## config.mk

```make
export PLATFORM = sky130hd
export DESIGN_NAME = loco_decoder_command_handler_unit
export DESIGN_NICKNAME = d
export VERILOG_FILES = /design/src/ldc_pkg.sv /design/src/loco_decoder_command_handler_unit.sv /design/src/ldc_exec.sv
export SDC_FILE = /design/constraint.sdc
export NUM_CORES = 1
export LEC_CHECK = 0
export ABC_AREA = 1
export BUFFER_PORTS_ARGS = -buffer_cell sky130_fd_sc_hd__buf_2
export CAP_MARGIN = 20
export CORE_ASPECT_RATIO = 0.5
export CORE_UTILIZATION = 56
export DETAILED_ROUTE_END_ITERATION = 16
export PLACE_DENSITY = 0.8
export SETUP_SLACK_MARGIN = 0.02
export SYNTH_ARGS = -nofsm -noshare
export SYNTH_HDL_FRONTEND = slang
export SYNTH_SLANG_ARGS = --single-unit
```

## constraint.sdc

```tcl
create_clock -name clk -period 10.9 [get_ports clk]
set_input_delay 0.545 -clock clk [delete_from_list [all_inputs] [get_ports clk]]
set_output_delay 0.545 -clock clk [all_outputs]
set_load 0.005 [all_outputs]
```

## src/ldc_pkg.sv

```systemverilog
// Package with the beat types, state type and codes of the locomotive decoder command handler.
package ldc_pkg;

  localparam int unsigned FuncCount = 32;
  localparam int unsigned IntervalWidth = 16;
  localparam logic [IntervalWidth-1:0] IntervalReset = 16'd100;
  localparam logic [6:0] StepMask = 7'h7F;

  localparam logic CMD_SPEED = 1'b0;
  localparam logic CMD_FUNCTION = 1'b1;

  localparam logic [1:0] ACT_CLEAR = 2'd0;
  localparam logic [1:0] ACT_SET = 2'd1;
  localparam logic [1:0] ACT_TOGGLE = 2'd2;
  localparam logic [1:0] ACT_KEEP = 2'd3;

  localparam logic [1:0] ST_APPLIED = 2'd0;
  localparam logic [1:0] ST_HELD = 2'd1;
  localparam logic [1:0] ST_RANGE = 2'd2;

  typedef struct packed {
    logic        command;
    logic [13:0] loco_address;
    logic [7:0]  speed_code;
    logic [5:0]  function_number;
    logic [1:0]  function_action;
    logic [31:0] now_ms;
  } ldc_in_t;

  typedef struct packed {
    logic [13:0] report_address;
    logic [6:0]  forward_duty;
    logic [6:0]  backward_duty;
    logic        front_light;
    logic        rear_light;
    logic [7:0]  speed_report;
    logic [4:0]  group_f0_f4;
    logic [7:0]  group_f5_f12;
    logic [7:0]  group_f13_f20;
    logic [7:0]  group_f21_f28;
    logic [2:0]  group_f29_f31;
    logic [1:0]  status;
  } ldc_out_t;

  typedef struct packed {
    logic [FuncCount-1:0] function_flags;
    logic [7:0]           speed_byte;
    logic [31:0]          last_apply_time;
    logic [6:0]           forward_drive;
    logic [6:0]           backward_drive;
    logic                 front_lamp;
    logic                 rear_lamp;
  } ldc_state_t;

endpackage

```

## src/loco_decoder_command_handler_unit.sv

```systemverilog
// Top level of the locomotive decoder command handler: input register, state and report register.
//
//   Channel | Direction | Handshake              | Beat
//   in_     | input     | in_valid / in_stall    | ldc_in_t command
//   out_    | output    | out_valid / out_stall  | ldc_out_t report
//   cfg_    | input     | cfg_valid / cfg_ready  | 16-bit minimum speed interval
//
// A command beat is registered in the input register, executed combinationally from it, and its
// report is then registered; one command is taken every cycle while the report is not stalled.
// The decoder state updates at the same edge that loads the report register.
// Reset clears all function flags, drives and lamps and sets the interval to 100 ms.
// A stalled report holds the input register, which then raises in_stall.
module loco_decoder_command_handler_unit (
  input  logic              clk,
  input  logic              rst_n,
  input  logic              in_valid,
  output logic              in_stall,
  input  ldc_pkg::ldc_in_t  in_data,
  output logic              out_valid,
  input  logic              out_stall,
  output ldc_pkg::ldc_out_t out_data,
  input  logic              cfg_valid,
  output logic              cfg_ready,
  input  logic [15:0]       cfg_data
);
  import ldc_pkg::*;

  logic                     in_valid_r;
  ldc_in_t                  in_data_r;
  logic                     out_valid_r;
  ldc_out_t                 out_data_r;
  ldc_state_t               state_r;
  ldc_state_t               state_nxt;
  ldc_out_t                 result_nxt;
  logic [IntervalWidth-1:0] interval_r;
  logic                     advance;

  assign advance = in_valid_r && (!out_valid_r || !out_stall);
  assign in_stall = in_valid_r && !advance;
  assign out_valid = out_valid_r;
  assign out_data = out_data_r;
  assign cfg_ready = 1'b1;

  ldc_exec u_exec (
    .item     (in_data_r),
    .cur      (state_r),
    .interval (interval_r),
    .nxt      (state_nxt),
    .result   (result_nxt)
  );

  always_ff @(posedge clk) begin
    if (!rst_n) begin
      in_valid_r <= 1'b0;
      out_valid_r <= 1'b0;
      state_r <= '0;
      interval_r <= IntervalReset;
    end else begin
      if (!in_stall) begin
        in_valid_r <= in_valid;
      end
      if (advance) begin
        out_valid_r <= 1'b1;
        state_r <= state_nxt;
      end else if (!out_stall) begin
        out_valid_r <= 1'b0;
      end
      if (cfg_valid && cfg_ready) begin
        interval_r <= cfg_data;
      end
    end
  end

  always_ff @(posedge clk) begin
    if (in_valid && !in_stall) begin
      in_data_r <= in_data;
    end
    if (advance) begin
      out_data_r <= result_nxt;
    end
  end

endmodule

```

## src/ldc_exec.sv

```systemverilog
// Combinational command execution: next decoder state and the report for one command.
module ldc_exec (
  input  ldc_pkg::ldc_in_t    item,
  input  ldc_pkg::ldc_state_t cur,
  input  logic [15:0]         interval,
  output ldc_pkg::ldc_state_t nxt,
  output ldc_pkg::ldc_out_t   result
);
  import ldc_pkg::*;

  logic [6:0]           step;
  logic [6:0]           duty;
  logic [31:0]          due_time;
  logic                 elapsed;
  logic                 recompute;
  logic [FuncCount-1:0] fbit;
  logic [FuncCount-1:0] flags;
  logic [1:0]           status;
  logic                 fwd;

  always_comb begin
    step = item.speed_code[6:0] & StepMask;
    duty = (step == 7'd0) ? 7'd0 : step - 7'd1;
    due_time = cur.last_apply_time + {16'd0, interval};
    elapsed = due_time < item.now_ms;
    fbit = {{(FuncCount-1){1'b0}}, 1'b1} << item.function_number[4:0];
    nxt = cur;
    status = ST_APPLIED;
    recompute = 1'b1;
    flags = cur.function_flags;

    if (item.command == CMD_SPEED) begin
      nxt.speed_byte = item.speed_code;
      if (step <= 7'd1 || elapsed) begin
        if (step > 7'd1) begin
          nxt.last_apply_time = item.now_ms;
        end
        if (step != 7'd0 && item.speed_code[7]) begin
          nxt.forward_drive = duty;
          nxt.backward_drive = 7'd0;
        end else begin
          nxt.forward_drive = 7'd0;
          nxt.backward_drive = duty;
        end
      end else begin
        status = ST_HELD;
        recompute = 1'b0;
      end
    end else begin
      if (item.function_number[5]) begin
        status = ST_RANGE;
      end else begin
        case (item.function_action)
          ACT_CLEAR:  flags = cur.function_flags & ~fbit;
          ACT_SET:    flags = cur.function_flags | fbit;
          ACT_TOGGLE: flags = cur.function_flags ^ fbit;
          default:    flags = cur.function_flags;
        endcase
      end
      nxt.function_flags = flags;
    end

    fwd = nxt.speed_byte[7];
    if (recompute) begin
      nxt.front_lamp = 1'b0;
      nxt.rear_lamp = 1'b0;
      if (flags[0]) begin
        if (!flags[1]) begin
          nxt.front_lamp = 1'b1;
          nxt.rear_lamp = 1'b1;
        end else if (fwd) begin
          nxt.front_lamp = !flags[2];
        end else begin
          nxt.rear_lamp = !flags[3];
        end
      end
    end

    result.report_address = item.loco_address;
    result.forward_duty = nxt.forward_drive;
    result.backward_duty = nxt.backward_drive;
    result.front_light = nxt.front_lamp;
    result.rear_light = nxt.rear_lamp;
    result.speed_report = nxt.speed_byte;
    result.group_f0_f4 = {nxt.function_flags[0], nxt.function_flags[4:1]};
    result.group_f5_f12 = nxt.function_flags[12:5];
    result.group_f13_f20 = nxt.function_flags[20:13];
    result.group_f21_f28 = nxt.function_flags[28:21];
    result.group_f29_f31 = nxt.function_flags[31:29];
    result.status = status;
  end

endmodule

```

; ---- After elaboration in Yosys (flattened, before gate mapping)
; Index checks and enable logic that the tools add are counted.
[totals]
ff_bits = 241
in_bits = 84
output_inout_bits = 75
[classes]
add_sub_neg = 2
order_cmp = 3
eq_ne = 3
n_shift = 1
n_mux = 20
bitwise = 5
reduce_logical = 16
[ops]
columns = cell, n
row1 = $mux W32, 3
row2 = $pmux W32 S3, 1
row3 = $mux W54, 1
row4 = $mux W46, 1
row5 = $add A32 B16 Y32, 1
row6 = $and A32 B32 Y32, 1
row7 = $lt A32 B32 Y1, 1
row8 = $not A32 Y32, 1
row9 = $or A32 B32 Y32, 1
row10 = $shl A1 B5 Y32 const A, 1
row11 = $xor A32 B32 Y32, 1
row12 = $mux W14, 1
row13 = $mux W2, 5
row14 = $gt A7 B1 Y1 const B, 1
row15 = $le A7 B1 Y1 const B, 1
row16 = $logic_not A7 Y1, 1
row17 = $mux W1, 7
row18 = $mux W7, 1
row19 = $reduce_bool A7 Y1, 1
row20 = $sub A7 B1 Y7 const B, 1
row21 = $logic_not A1 Y1, 6
row22 = $logic_and A1 B1 Y1, 4
row23 = $reduce_and A4 Y1, 1
row24 = $eq A2 B1 Y1 const B, 1
row25 = 5 further kinds, 6

; ---- Logic depth before layout (Yosys ltp)
[logic_depth]
ltp_word = 11
ltp_mapped = 28

; ---- Cells and area by module
; A second synthesis with hierarchy kept.
[unflattened]
cells_unflattened = 1760
area_unflattened_um2 = 14411.3
[by_module_without_submodules]
columns = module, n_inst, cells_per_inst, area_each_um2, seq_area_each_um2
row1 = loco_decoder_command_handler_unit, 1, 796, 8605.8, 6175.9
row2 = ldc_exec, 1, 964, 5805.6, 0.0

; ---- Worst setup path before layout
; Ideal clock, no wire load.
[synth_path]
path_type = in2reg
startpoint = input port out_stall
endpoint = register out_data_r (netlist bit out_data[0]) (enable)
setup_ns = 0.464
arrival_ns = 3.286
required_time_ns = 10.436
setup_slack_ns = 7.149
stages = 5
path_buffers = 2
path_cell_list = nand2_1 > inv_1 > nor2_1 > clkbuf_1 > clkbuf_1
[synth_between]
elab_chain_cells = 3
[synth_rtl]
columns = item, line
row1 = from (decl), loco_decoder_command_handler_unit.sv:20  ; input logic out_stall,
row2 = $logic_not A1 Y1, --
row3 = $logic_or A1 B1 Y1, loco_decoder_command_handler_unit.sv:38  ; assign advance = in_valid_r && (!out_valid_r || !out_stall);
row4 = $logic_and A1 B1 Y1, loco_decoder_command_handler_unit.sv:38
row5 = net advance, loco_decoder_command_handler_unit.sv:36  ; logic advance;
row6 = to (signal assigned), loco_decoder_command_handler_unit.sv:79  ; out_data_r <= result_nxt;
row7 = to (decl), loco_decoder_command_handler_unit.sv:31  ; ldc_out_t out_data_r;
; The timed path passes the listed nets, and every way through them passes these cells.
; A chain may end at the register's enable or synchronous reset.

; ---- Worst setup path after layout
[layout_path]
startpoint = register state_r[16] (netlist bit)
endpoint = register state_r[34] (netlist bit)
[layout_between]
elab_chain_cells = 4
[layout_rtl]
columns = item, line
row1 = from (decl), loco_decoder_command_handler_unit.sv:32  ; ldc_state_t state_r;
row2 = from (signal assigned), loco_decoder_command_handler_unit.sv:64  ; state_r <= state_nxt;
row3 = $add A32 B16 Y32, ldc_exec.sv:24  ; due_time = cur.last_apply_time + {16'd0, interval};
row4 = $lt A32 B32 Y1, ldc_exec.sv:25  ; elapsed = due_time < item.now_ms;
row5 = $logic_or A1 B1 Y1, ldc_exec.sv:34  ; if (step <= 7'd1 || elapsed) begin
row6 = $reduce_and A4 Y1 (no line), --
; No other way between the ends.

==> impl_metrics.yaml <==
global_routing:
  antenna_found_initial: 1
  track_usage_pct: 25.0
  grt.overflow.total: 0
  grt_pass1_vias: 10001
  grt_max_degree: 68
  grt_pass1_wl_um: 47600
timing:
  clock_skew_ns: 0.0125
  fin_crit_ns: 4.72
  setup-tns-final_ns: 0
  worst_pin_slew_ns: 1.11
  rsz0062_at_grt: "no"
  slew_violations: 0
  setup_viol: 0
  post-route-period-util_pct: 43.3
  finalHoldViolations: 0
  slew_headroom_pct: 26.3
  max_freq_mhz: 212
detailed_routing:
  viasPerCell: 5.51
  ant_nets: 0
  drt_iter0_drc: 781
  drt_first_pass_iters: 6
  drcViolationCount: 0
  wl_per_cell_um: 15.9
  wl_um: 29600
  vias: 10257
die:
  ios: 159
  core_um2: 22100
  die_w_um: 216
  row_count: 38
  die_h_um: 109
  initial_core_util_pct: 58.1
  die_area_um2: 23500
worst_setup_path:
  cp.arrival_ns: 5.18
  end_kind: "flip-flop"
  critical_path_required_ns: 11.36
  r2r-start: "state_r[16]$_SDFFE_PN0P_"
  crit_type: "flip-flop to flip-flop"
  r2r_setup_slack_ns: 6.18
  r2r_cells: 24
  worstPathMaxFanout: 47
  cp-start-kind: "flip-flop"
  worst_r2r_endpoint: "state_r[34]$_SDFFE_PN0P_"
status:
  outcome: "finished, final reports clean"
power_and_ir_drop:
  finalPower_w: 0.00213
  vdd_drop_max_mv: 0.114
  power.leakage_nw: 6.33
  p_per_area_nw_per_um2: 147
placement:
  dp_hpwl_um: 20100
  postPlaceCellArea_um2: 13700
  gp_congestion: 0.916
  portBuffers: 157
synthesis:
  syn_inst: 1423
  yosysTopAreaCellShare_pct: 31.6
  ys_ff_latch: 241
  synth_seq_area_share_pct: 48.2
  synthDistinctLibCells: 47
  ys_warn_count: 0
  synthTopCellsByArea: "edfxtp_1 (32%), dfxtp_1 (17%), ha_1 (11%), nand2_1 (6.6%), nor2_1 (6.1%)"
  syn-num-nets: 1621
  synth_enable_flop_cells: 135
  synth_area_per_cell_um2: 9.01
  async_flop_share_pct: 0
  synthTopCellsByCount: "nand2_1 (226), nor2_1 (210), inv_1 (160)"
  yosysMostFrequentCell: "nand2_1"
  ys.flop_type: "edfxtp_1"
  syn_area_um2: 12800
  yosysTopAreaCell: "edfxtp_1"
final_layout:
  num-fill-cells: 1784
  area_growth_pct: 12.9
  fin_area_um2: 14500
  nNetsFinal: 1744
  drive_gt1_share_pct: 16.3
  finish.utilization_pct: 65.6
clock_tree:
  cts_tree: "built"
  cts.sinks: 241
  clock_path_buffers: 3
  post_cts_buffers: 0
  htreeDepth: 1
  clk_pin_slew_ns: 0.07
  clock-root-buffer: "clkbuf_16"
  post_cts_resized: 0
  clk_latency_ns: 0.52
  cts_buffers: 22
  cts_hold_buffers: 0
job:
  maxCapViolCount: 0
min_path:
  worstHoldPathCells: 1
  holdCritPathClass: "input port to flip-flop"
  min_from: "in_data[55]"
  holdPathEnd: "in_data_r[55]$_DFFE_PP_"
-- final cells by class --
| type | instances | area (µm²) | share of cell area (%) |
|---|---|---|---|
| Multi-Input combinational cell | 946 | 5660 | 39.1 |
| Tap cell | 300 | 375 | 2.59 |
| Sequential cell | 241 | 6180 | 42.7 |
| Inverter | 169 | 634 | 4.38 |
| Clock inverter | 9 | 93.8 | 0.648 |
| Antenna cell | 1 | 2.50 | 0.0173 |
| Clock buffer | 31 | 616 | 4.25 |
| Timing Repair Buffer | 166 | 918 | 6.35 |
-- registers in the layout, summed over array words and instances (netlist names) --
register,flops
in_valid_r,1
interval_r,16
in_data_r,63
out_data,72
state_r,88
out_valid,1
-- metal layers --
| metal | vias up | wire (µm) | GRT usage, % | share of wire [%] |
|---|---|---|---|---|
| li1 | 5040 | - | - | - |
| met1 | 4831 | 12600 | 30.3 | 43 |
| met2 | 319 | 14700 | 45.4 | 50 |
| met3 | 67 | 1500 | 4.30 | 5.1 |
| met4 | 0 | 789 | 8.75 | 2.7 |
| met5 | - | 0 | 0 | 0 |
-- worst max-delay path, cell delays in order, from the launching register on --
cell	delay, ns
dfxtp_1	0.35
ha_1	0.18
inv_1	0.06
fa_1	0.40
inv_1	0.07
nand3_1	0.06
nand2_1	0.12
a21boi_2	0.10
o21ai_2	0.20
inv_1	0.08
o21ai_2	0.22
nand2_1	0.10
xor2_1	0.16
ha_1	0.18
a21oi_1	0.18
nor2_1	0.06
nor2_1	0.08
nand3_1	0.12
a21oi_2	0.17
nand2_2	0.12
nand2_4	0.43
nand2_4	0.25
nor2_4	0.70
nor2_1	0.13
nor2_1	0.12
-- metrics by stage --
step                std cells  hold slack, ns  setup slack (ns)
finish                   1863           0.194              6.18
global route             1863           0.176              5.77
CTS                      1859           0.179              6.25
detailed placement       1819           0.405              6.30
global placement         1818           0.401              6.53
floorplan                1423           0.400              7.15
-- cells in the final DEF (no fill, tap or decap), drive strengths merged --
| master | n |
|---|---|
| ha | 113 |
| a21oi | 78 |
| buf | 166 |
| a211oi | 57 |
| edfxtp | 135 |
| nand2 | 231 |
| xor2 | 21 |
| a31oi | 2 |
| clkinv | 9 |
| xnor2 | 8 |
| fa | 1 |
| inv | 166 |
| bufinv | 2 |
| nor2 | 213 |
| a22oi | 2 |
| nand4 | 62 |
| o21a | 4 |
| o21ai | 75 |
| nand3 | 57 |
| o21bai | 4 |
| conb | 1 |
| dfxtp | 106 |
| clkbuf | 31 |
| a21boi | 2 |
| a21o | 1 |
| nor4 | 1 |
| o211ai | 3 |
| nor3 | 10 |
| clkinvlp | 1 |
| diode | 1 |
-- report_power, final --
part	switching, W	internal (W)
sequential	0.0000313	0.00102
clock	0.000335	0.000442
combinational	0.000193	0.000108
-- worst max-delay path by stage --
stage / slack (ns) / start / to
detailed placement: 6.30 / state_r[16]$_SDFFE_PN0P_ / state_r[45]$_SDFFE_PN0P_
CTS: 6.25 / state_r[16]$_SDFFE_PN0P_ / state_r[45]$_SDFFE_PN0P_
global route: 5.77 / state_r[16]$_SDFFE_PN0P_ / state_r[29]$_SDFFE_PN0P_
global placement: 6.53 / state_r[16]$_SDFFE_PN0P_ / state_r[29]$_SDFFE_PN0P_
finish: 6.18 / state_r[16]$_SDFFE_PN0P_ / state_r[34]$_SDFFE_PN0P_
floorplan: 7.15 / out_stall / out_data[0]$_SDFFCE_PP0P_
-- cell families after synthesis --
group / after synthesis / synth area share, %
DFF: 241 / 48.2
xor gates and xnor gates: 29 / 1.98
adders and majority gates: 114 / 11.2
other: 1 / 0.0292
and+or+nand+nor: 574 / 19.5
buffers and inverters: 236 / 7.78
AOI/OAI and AO/OA: 228 / 11.4
Power figures use the tool's default switching activity.
